File: src/design/tlbpl_pkg.sv
package tlbpl_pkg;

   localparam int VA_W         = 24;
   localparam int PA_W         = 16;
   localparam int PAGE_W       = 16;
   localparam int OFFSET_W     = 8;
   localparam int FRAME_W      = 8;
   localparam int TIME_W       = 32;
   localparam int CNT_W        = 32;
   localparam int PAGES_CFG_W  = 11;
   localparam int FRAMES_CFG_W = 9;
   localparam int SLOTS_CFG_W  = 5;
   localparam int CSR_DATA_W   = 11;
   localparam int CSR_IDX_W    = 2;

   localparam logic [CSR_IDX_W-1:0] CSR_PAGES  = 2'd0;
   localparam logic [CSR_IDX_W-1:0] CSR_FRAMES = 2'd1;
   localparam logic [CSR_IDX_W-1:0] CSR_SLOTS  = 2'd2;

   localparam logic [PAGES_CFG_W-1:0]  PAGES_RESET  = 11'd1024;
   localparam logic [FRAMES_CFG_W-1:0] FRAMES_RESET = 9'd256;
   localparam logic [SLOTS_CFG_W-1:0]  SLOTS_RESET  = 5'd16;

   localparam int DEF_MAX_PAGES  = 1024;
   localparam int DEF_MAX_FRAMES = 256;
   localparam int DEF_MAX_TLB    = 16;

   // tlb scan modes
   localparam logic [1:0] TM_HIT  = 2'd0;
   localparam logic [1:0] TM_DROP = 2'd1;
   localparam logic [1:0] TM_VICT = 2'd2;

   typedef struct packed {
      logic       clear_step;
      logic       start;
      logic       tscan_start;
      logic [1:0] tmode;
      logic       tstep;
      logic       miss;
      logic       pg_take;
      logic       fscan_start;
      logic       fstep;
      logic       ev_clear;
      logic       load;
      logic       emit;
   } cmd_type;

   typedef struct packed {
      logic clear_done;
      logic reject;
      logic tdone;
      logic tmatch;
      logic fdone;
      logic fevict;
      logic present;
      logic rsp_busy;
   } status_type;

endpackage

File: src/design/tlbpl_ctrl.sv
module tlbpl_ctrl
   import tlbpl_pkg::*;
(
   input  logic       clock,
   input  logic       reset,
   input  logic       req_valid,
   output logic       req_stall,
   input  status_type st,
   output cmd_type    cmd
);

   localparam logic [3:0] S_CLEAR  = 4'd0;
   localparam logic [3:0] S_IDLE   = 4'd1;
   localparam logic [3:0] S_CHECK  = 4'd2;
   localparam logic [3:0] S_TSCAN  = 4'd3;
   localparam logic [3:0] S_MISS   = 4'd4;
   localparam logic [3:0] S_PGWAIT = 4'd5;
   localparam logic [3:0] S_FSCAN  = 4'd6;
   localparam logic [3:0] S_EVCLR  = 4'd7;
   localparam logic [3:0] S_TDROP  = 4'd8;
   localparam logic [3:0] S_LOAD   = 4'd9;
   localparam logic [3:0] S_TVICT  = 4'd10;
   localparam logic [3:0] S_DONE   = 4'd11;

   logic [3:0] state_ff, state_in;

   always_comb begin
      state_in = state_ff;
      cmd = '0;
      cmd.tmode = TM_HIT;
      case (state_ff)
         S_CLEAR: begin
            cmd.clear_step = 1'b1;
            if (st.clear_done) state_in = S_IDLE;
         end
         S_IDLE: begin
            if (req_valid) begin
               cmd.start = 1'b1;
               state_in = S_CHECK;
            end
         end
         S_CHECK: begin
            if (st.reject) begin
               state_in = S_DONE;
            end else begin
               cmd.tscan_start = 1'b1;
               cmd.tmode = TM_HIT;
               state_in = S_TSCAN;
            end
         end
         S_TSCAN: begin
            cmd.tstep = 1'b1;
            if (st.tdone) state_in = st.tmatch ? S_DONE : S_MISS;
         end
         S_MISS: begin
            cmd.miss = 1'b1;
            state_in = S_PGWAIT;
         end
         S_PGWAIT: begin
            cmd.pg_take = 1'b1;
            cmd.fscan_start = 1'b1;
            state_in = S_FSCAN;
         end
         S_FSCAN: begin
            cmd.fstep = 1'b1;
            if (st.fdone) begin
               if (st.present) begin
                  cmd.tscan_start = 1'b1;
                  cmd.tmode = TM_VICT;
                  state_in = S_TVICT;
               end else if (st.fevict) begin
                  state_in = S_EVCLR;
               end else begin
                  state_in = S_LOAD;
               end
            end
         end
         S_EVCLR: begin
            cmd.ev_clear = 1'b1;
            cmd.tscan_start = 1'b1;
            cmd.tmode = TM_DROP;
            state_in = S_TDROP;
         end
         S_TDROP: begin
            cmd.tstep = 1'b1;
            if (st.tdone) state_in = S_LOAD;
         end
         S_LOAD: begin
            cmd.load = 1'b1;
            cmd.tscan_start = 1'b1;
            cmd.tmode = TM_VICT;
            state_in = S_TVICT;
         end
         S_TVICT: begin
            cmd.tstep = 1'b1;
            if (st.tdone) state_in = S_DONE;
         end
         S_DONE: begin
            if (!st.rsp_busy) begin
               cmd.emit = 1'b1;
               state_in = S_IDLE;
            end
         end
         default: state_in = S_IDLE;
      endcase
   end

   always_ff @(posedge clock) begin
      if (reset) state_ff <= S_CLEAR;
      else state_ff <= state_in;
   end

   assign req_stall = (state_ff != S_IDLE);

endmodule

File: config.mk
export PLATFORM = sky130hd
export DESIGN_NAME = tlbpl_ctrl
export DESIGN_NICKNAME = d
export VERILOG_FILES = /design/src/design/tlbpl_pkg.sv /design/src/design/tlbpl_ctrl.sv
export SDC_FILE = /design/constraint.sdc
export NUM_CORES = 1
export LEC_CHECK = 0
export ABC_AREA = 1
export ABC_CLOCK_PERIOD_IN_PS = 1250
export BUFFER_PORTS_ARGS = -buffer_cell sky130_fd_sc_hd__buf_2
export CORE_UTILIZATION = 35
export DETAILED_ROUTE_END_ITERATION = 8
export PLACE_DENSITY = 0.66
export SLEW_MARGIN = 15
export SYNTH_ARGS = -nofsm -noshare
export SYNTH_HDL_FRONTEND = slang
export SYNTH_SLANG_ARGS = --single-unit
File: constraint.sdc
create_clock -name clock -period 1.25 [get_ports clock]
set_clock_uncertainty 0.2 [all_clocks]
set_input_delay 0.0625 -clock clock [delete_from_list [all_inputs] [get_ports clock]]
set_output_delay 0.0625 -clock clock [all_outputs]
set_load 0.1 [all_outputs]
==> results of run 1 <==
-- per-stage QoR --
| step | instance area, µm² | utilization |
|---|---|---|
| 3_5_place_dp | 1120 | 0.850 |
| 2_1_floorplan | 668 | - |
| 3_3_place_gp | 1120 | 0.850 |
-- logic make-up after synthesis --
| kind of cell | count (synthesis) | share of synthesized area |
|---|---|---|
| flops | 4 | 0.161 |
| compound gates | 10 | 0.113 |
| simple gates | 59 | 0.567 |
| buf+inv | 20 | 0.159 |
==> flow_metrics.py, run 1 <==
metrics = {
    "outcome": {
        "status": "stopped before the end",
        "stop_stage": "clock tree synthesis",
        "error_line": "[ERROR DPL-0038] Utilization greater than 100%, impossible to legalize",
    },
    "yosys": {
        "synth_edf_count": 0,
        "synth_top_cell_by_area": "nand2_1",
        "synth_top_cell_area_share": 0.204,
        "synthTopCellsByArea": "nand2_1 20%, dfxtp_1 16%, inv_1 13%",
        "seq_area_frac_synth": 0.161,
        "yosys.cell_count.top_type": "nand2_1",
        "synth_nets": 104,
        "synthTopCellsByCount": "27 x nand2_1, 17 x inv_1, 9 x nor2_1",
        "synth_warnings": 0,
        "ys_types": 18,
        "syn_area_per_cell_um2": 5.34,
        "synthFlopType": "dfxtp_1",
        "synth_seq_cells": 4,
        "synth_area_um2": 497,
        "synth-async-reset-ratio": 0,
        "syn-instance-count": 93,
    },
    "floorplanning": {
        "start_util": 0.377,
        "die_h_um": 39.7,
        "pin_count": 25,
        "rows": 13,
        "fp.dieW_um": 39.7,
    },
    "place": {
        "io_buffer_count": 24,
        "place.gp.congestion": 0.904,
        "dp_slack_ns": -0.248,
        "place_inst": 146,
        "hpwl_mm": 1.54,
    },
    "clock_network": {
        "cts-buffers-inserted": 3,
        "postCtsHoldBufs": 2,
        "clock-sinks": 4,
        "cts-resized-gates": 29,
        "post-cts-setup-buffers": 9,
        "cts_htree_levels": 1,
        "clockBufferDepth": 2,
        "cts_root_buffer": "clkbuf_4",
    },
}
==> run 2, diff against run 1 <==
--- a/config.mk
+++ b/config.mk
@@ -6,11 +6,12 @@
 export NUM_CORES = 1
 export LEC_CHECK = 0
 export ABC_AREA = 1
-export ABC_CLOCK_PERIOD_IN_PS = 1250
+export ABC_CLOCK_PERIOD_IN_PS = 1620
 export BUFFER_PORTS_ARGS = -buffer_cell sky130_fd_sc_hd__buf_2
-export CORE_UTILIZATION = 35
+export CORE_AREA = 2 2 63 65
 export DETAILED_ROUTE_END_ITERATION = 8
-export PLACE_DENSITY = 0.66
+export DIE_AREA = 0 0 65 67
+export PLACE_DENSITY_LB_ADDON = 0.15
 export SLEW_MARGIN = 15
 export SYNTH_ARGS = -nofsm -noshare
 export SYNTH_HDL_FRONTEND = slang
==> constraint.sdc (replaced) <==
create_clock -name clock -period 1.62 [get_ports clock]
set_clock_uncertainty 0.2 [all_clocks]
set_input_delay 0.081 -clock clock [delete_from_list [all_inputs] [get_ports clock]]
set_output_delay 0.081 -clock clock [all_outputs]
set_load 0.1 [all_outputs]
==> flow_metrics.py, run 2 <==
metrics = {
    "power": {
        "seqPwrFrac": 0.119,
        "swShare": 0.565,
        "switchingPower_mw": 1.05,
        "power.leakage_nw": 0.529,
        "power_frac_comb": 0.773,
        "p_per_area_nw_per_um2": 1560,
        "peakVddDrop_mv": 0.564,
        "p_int_mw": 0.807,
        "p_clk_frac": 0.108,
        "p_total_mw": 1.85,
    },
    "finish": {
        "layout_common_cells": "19 x nand2_1, 13 x buf_12, 11 x buf_4",
        "drive_above_1_share": 0.606,
        "final_common_cell": "nand2_1",
        "final_nets": 145,
        "final_util": 0.329,
        "syn_to_final_growth_pct": 139,
        "largest_reg_flops": 4,
        "top_regs": "state_ff x4",
        "regMostFlops": "state_ff",
        "diodes": 0,
    },
    "clock_network": {
        "clock_latency_ns": 0.21,
        "clock-sinks": 4,
        "cts_root_buffer": "clkbuf_8",
        "cts_htree_levels": 1,
        "clockBufferDepth": 2,
        "cts-buffers-inserted": 3,
        "cts_tree": "done",
        "clk_pin_slew_ns": 0.03,
    },
    "place": {
        "dp_slack_ns": 0.0721,
        "place.gp.congestion": 0.858,
        "hpwl_mm": 1.49,
        "io_buffer_count": 24,
    },
    "route": {
        "via_per_inst": 3.91,
        "antenna_left": 0,
        "wl_mm": 1.73,
        "drt_pass1_iterations": 4,
        "drt_iter0_drc": 17,
        "vias": 703,
        "drc": 0,
        "wl_per_cell_um": 9.62,
    },
    "worst_setup_path": {
        "crit_slowest_cell": "dfxtp_4",
        "cp_num_cells": 4,
        "r2r_setup_slack_ns": 0.11,
        "critPathMaxFanout": 8,
        "reg2reg_to": "state_ff[3]$_SDFFE_PP0P_",
        "crit_path_start_kind": "flop",
        "r2r-start": "state_ff[1]$_SDFFE_PP0P_",
        "path_cells": "nor2_4 -> nand2_2 -> o2111ai_4 -> buf_12",
        "worstSetupPathType": "reg2out",
        "crit_family": "flip-flops",
        "crit_required_ns": 1.34,
        "arrival_ns": 1.34,
        "crit_path_max_incr_delay_ns": 0.36,
        "worstSetupStartpoint": "state_ff[3]$_SDFFE_PP0P_",
        "worstRegToRegCells": 9,
        "end_kind": "primary output",
        "setup.worst_path.end": "cmd[10]",
        "critPathBufInv": 1,
    },
    "sta": {
        "period_needed_ns": 1.62,
        "worst_slack_ns": -0.000813,
        "slew_violations": 0,
        "hold_viol": 0,
        "maxSlewHeadroom": 0.819,
        "finalCritPeriodShare": 1.00,
        "worst_slew_pin_slew_ns": 0.270,
        "hold_slack_ns": 0.0132,
        "final-setup-viol-count": 1,
        "max_freq_ghz": 0.617,
        "rsz0062_at_grt": "yes",
    },
    "yosys": {
        "synthTopCellsByCount": "27 x nand2_1, 17 x inv_1, 9 x nor2_1",
        "synthTopCellsByArea": "nand2_1 20%, dfxtp_1 16%, inv_1 13%",
        "synth_area_um2": 497,
        "seq_area_frac_synth": 0.161,
        "syn-instance-count": 93,
        "synth_top_cell_area_share": 0.204,
        "synth_nets": 104,
        "synth_top_cell_by_area": "nand2_1",
        "synth-async-reset-ratio": 0,
        "synth_warnings": 0,
        "syn_area_per_cell_um2": 5.34,
        "ys_types": 18,
        "synthFlopType": "dfxtp_1",
        "yosys.cell_count.top_type": "nand2_1",
        "synth_edf_count": 0,
        "synth_seq_cells": 4,
    },
    "outcome": {
        "status": "finished with violations",
        "violations": "negative setup slack",
    },
    "global_routing": {
        "grtUsageTotal": 0.0915,
        "grt_max_degree": 9,
        "grt_pass1_vias": 717,
        "grt_first_pass_wirelength_mm": 3.10,
        "overflow": 0,
        "antenna_found_initial": 0,
    },
    "hold_path": {
        "hold_path_depth": 4,
        "hp-class": "in2reg",
    },
    "floorplanning": {
        "rows": 22,
        "core_area_um2": 3610,
        "die_area_um2": 4360,
        "fp.dieW_um": 65,
        "die_h_um": 67,
        "start_util": 0.138,
        "pin_count": 25,
    },
    "job": {
        "maxCapViolCount": 0,
    },
}
run 2: cell counts after synthesis:
No cell type changed its count.
run 2: routing by layer:
| layer | share of wire | wire [µm] | track usage | vias to the layer above |
|---|---|---|---|---|
| met2 | 0.47 | 814 | 0.139 | 28 |
| met1 | 0.44 | 761 | 0.120 | 303 |
| li1 | - | - | - | 370 |
| met4 | 0.0092 | 16 | 0.0160 | 0 |
| met5 | 0 | 0 | 0 | - |
| met3 | 0.081 | 140 | 0.0405 | 2 |
run 2: layout make-up:
class	instances	area, µm²
multi-input cells	69	479
repair buffers	37	425
inverters	19	87.6
fillers	403	2420
clock buffers	3	41.3
well taps	48	60.1
flip-flops and latches	4	92.6
run 2: power groups by stage:
stage | logic (mW) | clock network, mW | registers [mW]
floorplan | 0.948 | 0 | 0.190
global placement | 1.35 | 0 | 0.198
detailed placement | 1.34 | 0 | 0.201
CTS | 1.38 | 0.209 | 0.209
global route | 1.54 | 0.227 | 0.228
finish | 1.43 | 0.200 | 0.220
run 2: per-stage QoR:
stage / cells / setup TNS, ns / cell area (µm²)
floorplan: 93 / -1.53 / 644
global placement: 170 / 0 / 1040
detailed placement: 170 / 0 / 1040
CTS: 176 / -0.0304 / 1130
global route: 180 / -0.392 / 1190
finish: 180 / -0.000813 / 1190
run 2: worst min path at each step:
stage | startpoint | endpoint | slack (ns)
2_1_floorplan | reset | state_ff[1]$_SDFFE_PP0P_ | -0.06
3_3_place_gp | reset | state_ff[1]$_SDFFE_PP0P_ | 0.1
3_5_place_dp | reset | state_ff[1]$_SDFFE_PP0P_ | 0.1
4_1_cts | st[4] | state_ff[2]$_SDFFE_PP0P_ | 0.01
5_1_grt | st[4] | state_ff[2]$_SDFFE_PP0P_ | 0.03
6_report | st[4] | state_ff[2]$_SDFFE_PP0P_ | 0.01
run 2: logic make-up (layout without fill, tap and decap cells):
kind of cell	after synthesis	in the layout	share of synthesized area
and+or+nand+nor	59	59	0.567
AOI/OAI and AO/OA	10	10	0.113
DFF	4	4	0.161
buffers and inverters	20	59	0.159
run 2: repair_timing:
action / 4_1_cts / 5_1_grt
buffers inserted: 2 / 4
cloned: 0 / 0
resized for setup: 8 / 8
endpoints found under the setup margin: 9 / 10
hold buffers: 1 / 0
pin swaps: 3 / 1
hold endpoints to repair: 4 / 0
run 2: worst register-to-register path, cell delays in order, from the launching register on:
cell and delay, ns:
dfxtp_4 0.40, inv_2 0.07, nor2_4 0.14, buf_4 0.13, nand3_2 0.08, nand2_2 0.08
nor2_1 0.05, nand2_2 0.08, nand2_1 0.05, a21oi_1 0.14
Power figures use the tool's default switching activity.
